==> src/hdl/tsoq_pkg.sv <==
// ----------------------------------------------------------------------------
// tsoq_pkg: shared types and constants
// Payload structs, result codes and controller/datapath interface types
// for the time-sorted order queue.
// ----------------------------------------------------------------------------
package tsoq_pkg;

  // Input command codes
  localparam logic CMD_ENQ   = 1'b0;
  localparam logic CMD_FLUSH = 1'b1;

  // Result kind codes
  localparam logic [1:0] KIND_ENQ     = 2'd0;
  localparam logic [1:0] KIND_DROP    = 2'd1;
  localparam logic [1:0] KIND_FLUSHED = 2'd2;
  localparam logic [1:0] KIND_NONE    = 2'd3;

  typedef struct packed {
    logic        command;
    logic [15:0] order_id;
    logic [31:0] stamp;
  } in_item_t;

  typedef struct packed {
    logic [1:0]  kind;
    logic [15:0] order_id_res;
    logic [31:0] order_time;
    logic        last;
  } out_item_t;

  typedef enum logic {
    ST_IDLE,
    ST_FLUSH
  } state_t;

  // Source of the id/time fields of a result
  typedef enum logic [1:0] {
    SEL_INPUT,
    SEL_TAIL,
    SEL_ZERO
  } out_sel_t;

  // Controller to datapath
  typedef struct packed {
    logic       ins_en;    // insert the input entry into the cells
    logic       pop_en;    // drop the tail entry
    logic       thr_load;  // capture the flush threshold
    logic       out_load;  // load the result register
    out_sel_t   out_sel;
    logic [1:0] out_kind;
    logic       out_last;
  } ctrl_cmd_t;

  // Datapath to controller
  typedef struct packed {
    logic full;        // every slot holds an entry
    logic tail_match;  // oldest entry is at or before the threshold
    logic tail_last;   // no further entry matches after the tail
  } dp_status_t;

endpackage

==> src/hdl/tsoq_datapath.sv <==
// ----------------------------------------------------------------------------
// tsoq_datapath: sorted cell array and result register
// Row of entry cells kept newest first, with a compare in every cell for
// insertion and flush matching, a fill count and the result register.
// ----------------------------------------------------------------------------
module tsoq_datapath #(
  parameter int DEPTH = 16
) (
  input  logic                 clk,
  input  logic                 rst_n,
  input  tsoq_pkg::in_item_t   in_data,
  input  tsoq_pkg::ctrl_cmd_t  cmd,
  output tsoq_pkg::dp_status_t status,
  output tsoq_pkg::out_item_t  out_data
);
  import tsoq_pkg::*;

  localparam int CW = $clog2(DEPTH + 1);
  localparam int IW = $clog2(DEPTH);

  logic [15:0]   ids_r   [DEPTH];
  logic [31:0]   times_r [DEPTH];
  logic [CW-1:0] cnt_r, cnt_nxt;
  logic [31:0]   thr_r;
  out_item_t     out_r;

  logic [DEPTH-1:0] newer;    // stored entry is strictly newer than the input
  logic [DEPTH-1:0] matched;  // stored entry is at or before the threshold
  logic [CW-1:0]    cnt_m1, cnt_m2;
  logic [15:0]      tail_id;
  logic [31:0]      tail_time;

  // Per-cell compares
  always_comb begin
    for (int i = 0; i < DEPTH; i++) begin
      newer[i]   = (CW'(i) < cnt_r) && (in_data.stamp < times_r[i]);
      matched[i] = (CW'(i) < cnt_r) && !(thr_r < times_r[i]);
    end
  end

  assign cnt_m1    = cnt_r - CW'(1);
  assign cnt_m2    = cnt_r - CW'(2);
  assign tail_id   = ids_r[cnt_m1[IW-1:0]];
  assign tail_time = times_r[cnt_m1[IW-1:0]];

  assign status.full       = (cnt_r == CW'(DEPTH));
  assign status.tail_match = (cnt_r != '0) && matched[cnt_m1[IW-1:0]];
  assign status.tail_last  = (cnt_r == CW'(1)) || !matched[cnt_m2[IW-1:0]];

  // Cells: take the new entry at the insertion point, shift older ones back
  for (genvar g = 0; g < DEPTH; g++) begin : g_slot
    if (g == 0) begin : g_head
      always_ff @(posedge clk) begin
        if (cmd.ins_en && !newer[0]) begin
          ids_r[0]   <= in_data.order_id;
          times_r[0] <= in_data.stamp;
        end
      end
    end else begin : g_body
      always_ff @(posedge clk) begin
        if (cmd.ins_en && !newer[g]) begin
          if (newer[g-1]) begin
            ids_r[g]   <= in_data.order_id;
            times_r[g] <= in_data.stamp;
          end else begin
            ids_r[g]   <= ids_r[g-1];
            times_r[g] <= times_r[g-1];
          end
        end
      end
    end
  end

  // Fill count
  always_comb begin
    cnt_nxt = cnt_r;
    if (cmd.ins_en) begin
      cnt_nxt = cnt_r + CW'(1);
    end else if (cmd.pop_en) begin
      cnt_nxt = cnt_m1;
    end
  end

  always_ff @(posedge clk) begin
    if (!rst_n) begin
      cnt_r <= '0;
    end else begin
      cnt_r <= cnt_nxt;
    end
  end

  // Threshold and result register
  always_ff @(posedge clk) begin
    if (cmd.thr_load) begin
      thr_r <= in_data.stamp;
    end
    if (cmd.out_load) begin
      out_r.kind <= cmd.out_kind;
      out_r.last <= cmd.out_last;
      case (cmd.out_sel)
        SEL_INPUT: begin
          out_r.order_id_res <= in_data.order_id;
          out_r.order_time   <= in_data.stamp;
        end
        SEL_TAIL: begin
          out_r.order_id_res <= tail_id;
          out_r.order_time   <= tail_time;
        end
        default: begin
          out_r.order_id_res <= '0;
          out_r.order_time   <= '0;
        end
      endcase
    end
  end

  assign out_data = out_r;

  // Checks
  a_cnt_bound: assert property (@(posedge clk) disable iff (!rst_n)
    cnt_r <= CW'(DEPTH))
    else $error("fill count above depth");
  a_no_ins_full: assert property (@(posedge clk) disable iff (!rst_n)
    cmd.ins_en |-> !status.full)
    else $error("insert into full queue");
  a_pop_dec: assert property (@(posedge clk) disable iff (!rst_n)
    cmd.pop_en |=> cnt_r == $past(cnt_m1))
    else $error("pop did not shrink the queue by one");
  a_pop_match: assert property (@(posedge clk) disable iff (!rst_n)
    cmd.pop_en |-> status.tail_match)
    else $error("pop of a non-matching tail");

endmodule

==> src/hdl/tsoq_ctrl.sv <==
// ----------------------------------------------------------------------------
// tsoq_ctrl: queue controller
// Handshake control, flush sequencing and output valid register.
// ----------------------------------------------------------------------------
module tsoq_ctrl (
  input  logic                 clk,
  input  logic                 rst_n,
  input  logic                 in_valid,
  input  logic                 in_command,
  output logic                 in_ready,
  output logic                 out_valid,
  input  logic                 out_ready,
  input  tsoq_pkg::dp_status_t status,
  output tsoq_pkg::ctrl_cmd_t  cmd
);
  import tsoq_pkg::*;

  state_t state_r, state_nxt;
  logic   out_valid_r, out_valid_nxt;
  logic   slot_free;

  assign slot_free = !out_valid_r || out_ready;

  // State and output valid registers
  always_ff @(posedge clk) begin
    if (!rst_n) begin
      state_r     <= ST_IDLE;
      out_valid_r <= 1'b0;
    end else begin
      state_r     <= state_nxt;
      out_valid_r <= out_valid_nxt;
    end
  end

  // Next state and commands
  always_comb begin
    state_nxt    = state_r;
    in_ready     = 1'b0;
    cmd.ins_en   = 1'b0;
    cmd.pop_en   = 1'b0;
    cmd.thr_load = 1'b0;
    cmd.out_load = 1'b0;
    cmd.out_sel  = SEL_INPUT;
    cmd.out_kind = KIND_ENQ;
    cmd.out_last = 1'b1;
    case (state_r)
      ST_IDLE: begin
        in_ready = slot_free;
        if (in_valid && slot_free) begin
          if (in_command == CMD_ENQ) begin
            cmd.out_load = 1'b1;
            cmd.ins_en   = !status.full;
            cmd.out_kind = status.full ? KIND_DROP : KIND_ENQ;
          end else begin
            cmd.thr_load = 1'b1;
            state_nxt    = ST_FLUSH;
          end
        end
      end
      ST_FLUSH: begin
        // Tail entries leave oldest first; a miss can only be the first look
        if (slot_free) begin
          cmd.out_load = 1'b1;
          if (status.tail_match) begin
            cmd.pop_en   = 1'b1;
            cmd.out_sel  = SEL_TAIL;
            cmd.out_kind = KIND_FLUSHED;
            cmd.out_last = status.tail_last;
            if (status.tail_last) begin
              state_nxt = ST_IDLE;
            end
          end else begin
            cmd.out_sel  = SEL_ZERO;
            cmd.out_kind = KIND_NONE;
            state_nxt    = ST_IDLE;
          end
        end
      end
      default: begin
        state_nxt = ST_IDLE;
      end
    endcase

    if (cmd.out_load) begin
      out_valid_nxt = 1'b1;
    end else if (out_ready) begin
      out_valid_nxt = 1'b0;
    end else begin
      out_valid_nxt = out_valid_r;
    end
  end

  assign out_valid = out_valid_r;

  // Checks
  a_flush_blocks: assert property (@(posedge clk) disable iff (!rst_n)
    (state_r == ST_FLUSH) |-> !in_ready)
    else $error("input taken during flush");
  a_load_valid: assert property (@(posedge clk) disable iff (!rst_n)
    cmd.out_load |=> out_valid_r)
    else $error("loaded result not presented");
  a_no_overwrite: assert property (@(posedge clk) disable iff (!rst_n)
    (out_valid_r && !out_ready) |-> !cmd.out_load)
    else $error("pending result overwritten");

endmodule

==> src/hdl/time_sorted_order_queue.sv <==
// Enqueue: result presented the cycle after the transfer; one enqueue per cycle
//   while results are taken. Insertion is a parallel compare in every cell.
// Flush: the threshold is captured first, then one removed entry per cycle while results
//   are taken, oldest first; with no match a single nothing-found result is given.
// Reset (rst_n, synchronous): empties the queue and clears handshake state;
//   entry storage is not cleared.
// ----------------------------------------------------------------------------
// time_sorted_order_queue: top level
// Bounded queue of (id, time) entries kept newest first, with enqueue and
// threshold flush commands.
// ----------------------------------------------------------------------------
module time_sorted_order_queue #(
  parameter int DEPTH = 16
) (
  input  logic                clk,
  input  logic                rst_n,
  input  logic                in_valid,
  output logic                in_ready,
  input  tsoq_pkg::in_item_t  in_data,
  output logic                out_valid,
  input  logic                out_ready,
  output tsoq_pkg::out_item_t out_data
);
  import tsoq_pkg::*;

  ctrl_cmd_t  cmd;
  dp_status_t status;

  tsoq_ctrl u_ctrl (
    .clk        (clk),
    .rst_n      (rst_n),
    .in_valid   (in_valid),
    .in_command (in_data.command),
    .in_ready   (in_ready),
    .out_valid  (out_valid),
    .out_ready  (out_ready),
    .status     (status),
    .cmd        (cmd)
  );

  tsoq_datapath #(
    .DEPTH (DEPTH)
  ) u_datapath (
    .clk      (clk),
    .rst_n    (rst_n),
    .in_data  (in_data),
    .cmd      (cmd),
    .status   (status),
    .out_data (out_data)
  );

endmodule

==> config.mk <==
export PLATFORM = sky130hd
export DESIGN_NAME = time_sorted_order_queue
export DESIGN_NICKNAME = d
export VERILOG_FILES = /design/src/hdl/tsoq_pkg.sv /design/src/hdl/tsoq_datapath.sv /design/src/hdl/tsoq_ctrl.sv /design/src/hdl/time_sorted_order_queue.sv
export SDC_FILE = /design/constraint.sdc
export NUM_CORES = 2
export LEC_CHECK = 0
export BUFFER_PORTS_ARGS = -buffer_cell sky130_fd_sc_hd__buf_4
export CAP_MARGIN = 20
export CORE_MARGIN = 2
export CORE_UTILIZATION = 55
export CTS_CLUSTER_DIAMETER = 80
export DETAILED_ROUTE_END_ITERATION = 7
export PLACE_DENSITY_LB_ADDON = 0.12
export SYNTH_ARGS = -nofsm -noshare
export SYNTH_HDL_FRONTEND = slang
export SYNTH_SLANG_ARGS = --single-unit
export TNS_END_PERCENT = 100
==> constraint.sdc <==
create_clock -name clk -period 13.2 [get_ports clk]
set_input_delay 0.66 -clock clk [delete_from_list [all_inputs] [get_ports clk]]
set_output_delay 0.66 -clock clk [all_outputs]
set_load 0.03 [all_outputs]
==> run metrics <==
Starting Density=55.30%; most used cell, CP=buf_4; most common library cell in the layout ignoring fill and taps=ha_1; placer congestion estimate=0.9695; Final min period=5824 ps; Finish-stage setup viols=0; Final Hold Vio Count=0; CTS resizes=0; R2R setup slack=7380 ps; Vias/cell=6.705; first-pass GRT wire length=314100 um; Cell Rows=126; worst path bufs/invs=4; I/O Buffers=105; total power=8.026 mW; First-pass DRT Iterations=8; # Post-CTS Setup Buffers=0; layout cell share with drive strength beyond 1=21.75%; CP peak stage delay=770 ps; Gate Count Post-Synth=5361; RSZ-0062 raised after global routing=no; Die Wd=348.1 um; routed len/inst=30.41 um; CTS Hold Buffers Added=0; pin count of the biggest net entering global routing=117; Initial DRC Count=4785; nets@finish=6497; leak pwr=29.89 nW; crit-path cells=inv_1 -> ha_4 -> nand3_1 -> and3_1 -> buf_4 -> o311ai_0 -> buf_2 -> a21oi_4 -> buf_4 -> nand2b_4 -> mux2_2; MaxCap Viol Count=0; relative slew slack=12.75%; post-synthesis cell type count=83; vias in the first global route=46.93k; # IOs=106; PD cells=112.8 nW/um2; ranking of synthesized cells by area=edfxtp_1 39%, ha_1 19%, mux2_2 10%; Max clock buf depth=3; Area growth, synth to finish=9.269%; DRC violation count after routing=1; violated checks=DRC; Yosys reg bits=858; Max Slew Vio Count=0; critical path required time=13660 ps; top-area cell type share of the netlist area=39.24%; worst-margin pin slew=1309 ps; Peak VDD IR=0.00009419 V; hpwl dp=148300 um; type of the worst setup path=flop to flop; number of flops mapped to enable cells by yosys=851; Crit path max-delay family=buffers and inverters; Mapped Nets=6415; CP Launch Type=flop; critical path arrival=6280 ps; Routed WL=214900 um; status=complete, but fails checks; Clock Tree Root=clkbuf_16; fmax=0.1717 GHz; hold crit path type=input port to flop; DRT antenna net count=0; Critical-path top delay cell=a21oi_4; Most used DFF post-synth=edfxtp_1; CTS buffer count=100; total grt overflow=0; Post-synth ARST share=0%; initial antenna violation count=5; clock sink count=858; die height=348.1 um; Total GRT Usage=35.15%; most frequent cells in the layout=1000 x ha_1, 851 x edfxtp_1, 601 x mux2_2, 528 x inv_1, 305 x a21oi_1; # H-tree levels=3; post-synthesis sequential area ratio=39.46%; setup TNS=0 ps; core area=117800 um2; via count=47.38k; Max Clock Skew=19.23 ps; Mapped Avg Cell Area=12.15 um2; post-synthesis cell area=65120 um2; crit end category=flop; top fanout value on the critical path=48; CTS tree=yes; Die ar.=121200 um2; Skew-Pair Late Insertion Delay=710 ps; clk slew on worst S/H paths=60 ps; Tcrit/Tclk final=44.12%; Synth area leader=edfxtp_1; synth warn=0
-- logic make-up (layout without fill, tap and decap cells) --
family          after synthesis  in the layout  share of synthesized area, %
fa+ha+maj                  1001           1001                         19.23
buf+inv                     754            920                         4.602
xor+xnor                      3              3                       0.04036
mux                         962            962                         19.92
compound gates             1075           1075                         11.06
flops                       858            858                         39.46
simple gates                708            708                         5.687
other cells                   0              3                             0
-- worst reg2reg max path, delay by kind of cell (launching register included) --
family | cells | cell delay [ps]
muxes | 1 | 610
DFF | 1 | 740
and+or+nand+nor | 3 | 1160
AOI/OAI and AO/OA | 2 | 1010
buffers and inverters | 4 | 1760
adders and majority gates | 1 | 320
-- final timing paths --
| check | start | to | depth (start not counted) |
|---|---|---|---|
| worst min-delay path | in_data[40] | u_datapath.ids_r[0][8] | 1 |
| worst min register to register | u_datapath.ids_r[9][11] | u_datapath.ids_r[10][11] | 1 |
| worst max-delay path | u_datapath.cnt_r[0] | u_datapath.times_r[13][2] | 11 |
| worst max register to register | u_datapath.cnt_r[0] | u_datapath.times_r[13][2] | 11 |
-- flip-flops by register name, summed over array words and instances (netlist names) --
register and flops:
u_datapath.times_r 512, u_datapath.ids_r 256, u_datapath.cnt_r 5, u_datapath.out_data 51, u_datapath.thr_r 32, u_ctrl.state_r 1
u_ctrl.out_valid 1
-- per-stage QoR --
stage	area (um2)	hold slack, ps	setup WS (ps)	std cells	util [%]
final	71150	277.8	7376	7066	60.42
after global routing	71150	275.3	7307	7063	60.41
after CTS	71120	226.9	7489	7059	60.39
after detailed placement	67920	543.4	7515	6873	57.67
after global placement	67880	531.5	7298	6870	57.64
after floorplan	65120	495.7	7213	5361	-
-- synthesized netlist by cell type (all sizes together), types with 4 or more instances --
cell	instances
o211ai	25
a41oi	8
a22o	50
a221oi	26
a2111oi	22
edfxtp	851
ha	1001
a311oi	4
a21oi	310
and2	5
buf	91
and4	24
nand2	162
nor3	33
mux2	720
nand2b	51
mux2i	50
nor4	16
mux4	192
o31ai	6
nor2	118
o221ai	9
or3	5
nand3	54
and3	11
clkbuf	131
a21boi	8
o22ai	8
or2	6
inv	531
o21a	20
a211o	8
a211oi	132
dfxtp	7
a21o	248
or4	10
nor2b	72
a31oi	20
a221o	4
o41ai	5
nand4	135
o2111ai	7
o21ai	129
-- final cells by class --
| class | instances | area [um2] |
|---|---|---|
| antenna | 3 | 7.507 |
| clock buffer | 127 | 2646 |
| clock inverter | 59 | 554.3 |
| fill | 9529 | 46610 |
| inverter | 532 | 1997 |
| multi-input combinational | 3749 | 36760 |
| sequential | 858 | 25700 |
| tap | 1536 | 1922 |
| timing repair buffer | 202 | 1569 |
-- layer usage --
layer  track usage, %  up-vias  wire, um
li1                 -    21070         -
met1            47.55    23846     89360
met2            54.30     2064     95990
met3            7.957      394     19790
met4            15.22        2      9731
met5                0        -        16
-- where the power goes --
part           internal, mW  switching [mW]  leakage, nW
Sequential             3.22           0.115         7.97
Clock                  1.58            1.23         1.56
Combinational         0.753            1.13         20.4
Total                  5.55            2.47         29.9
No activity file was read; power rests on OpenSTA's default activity.
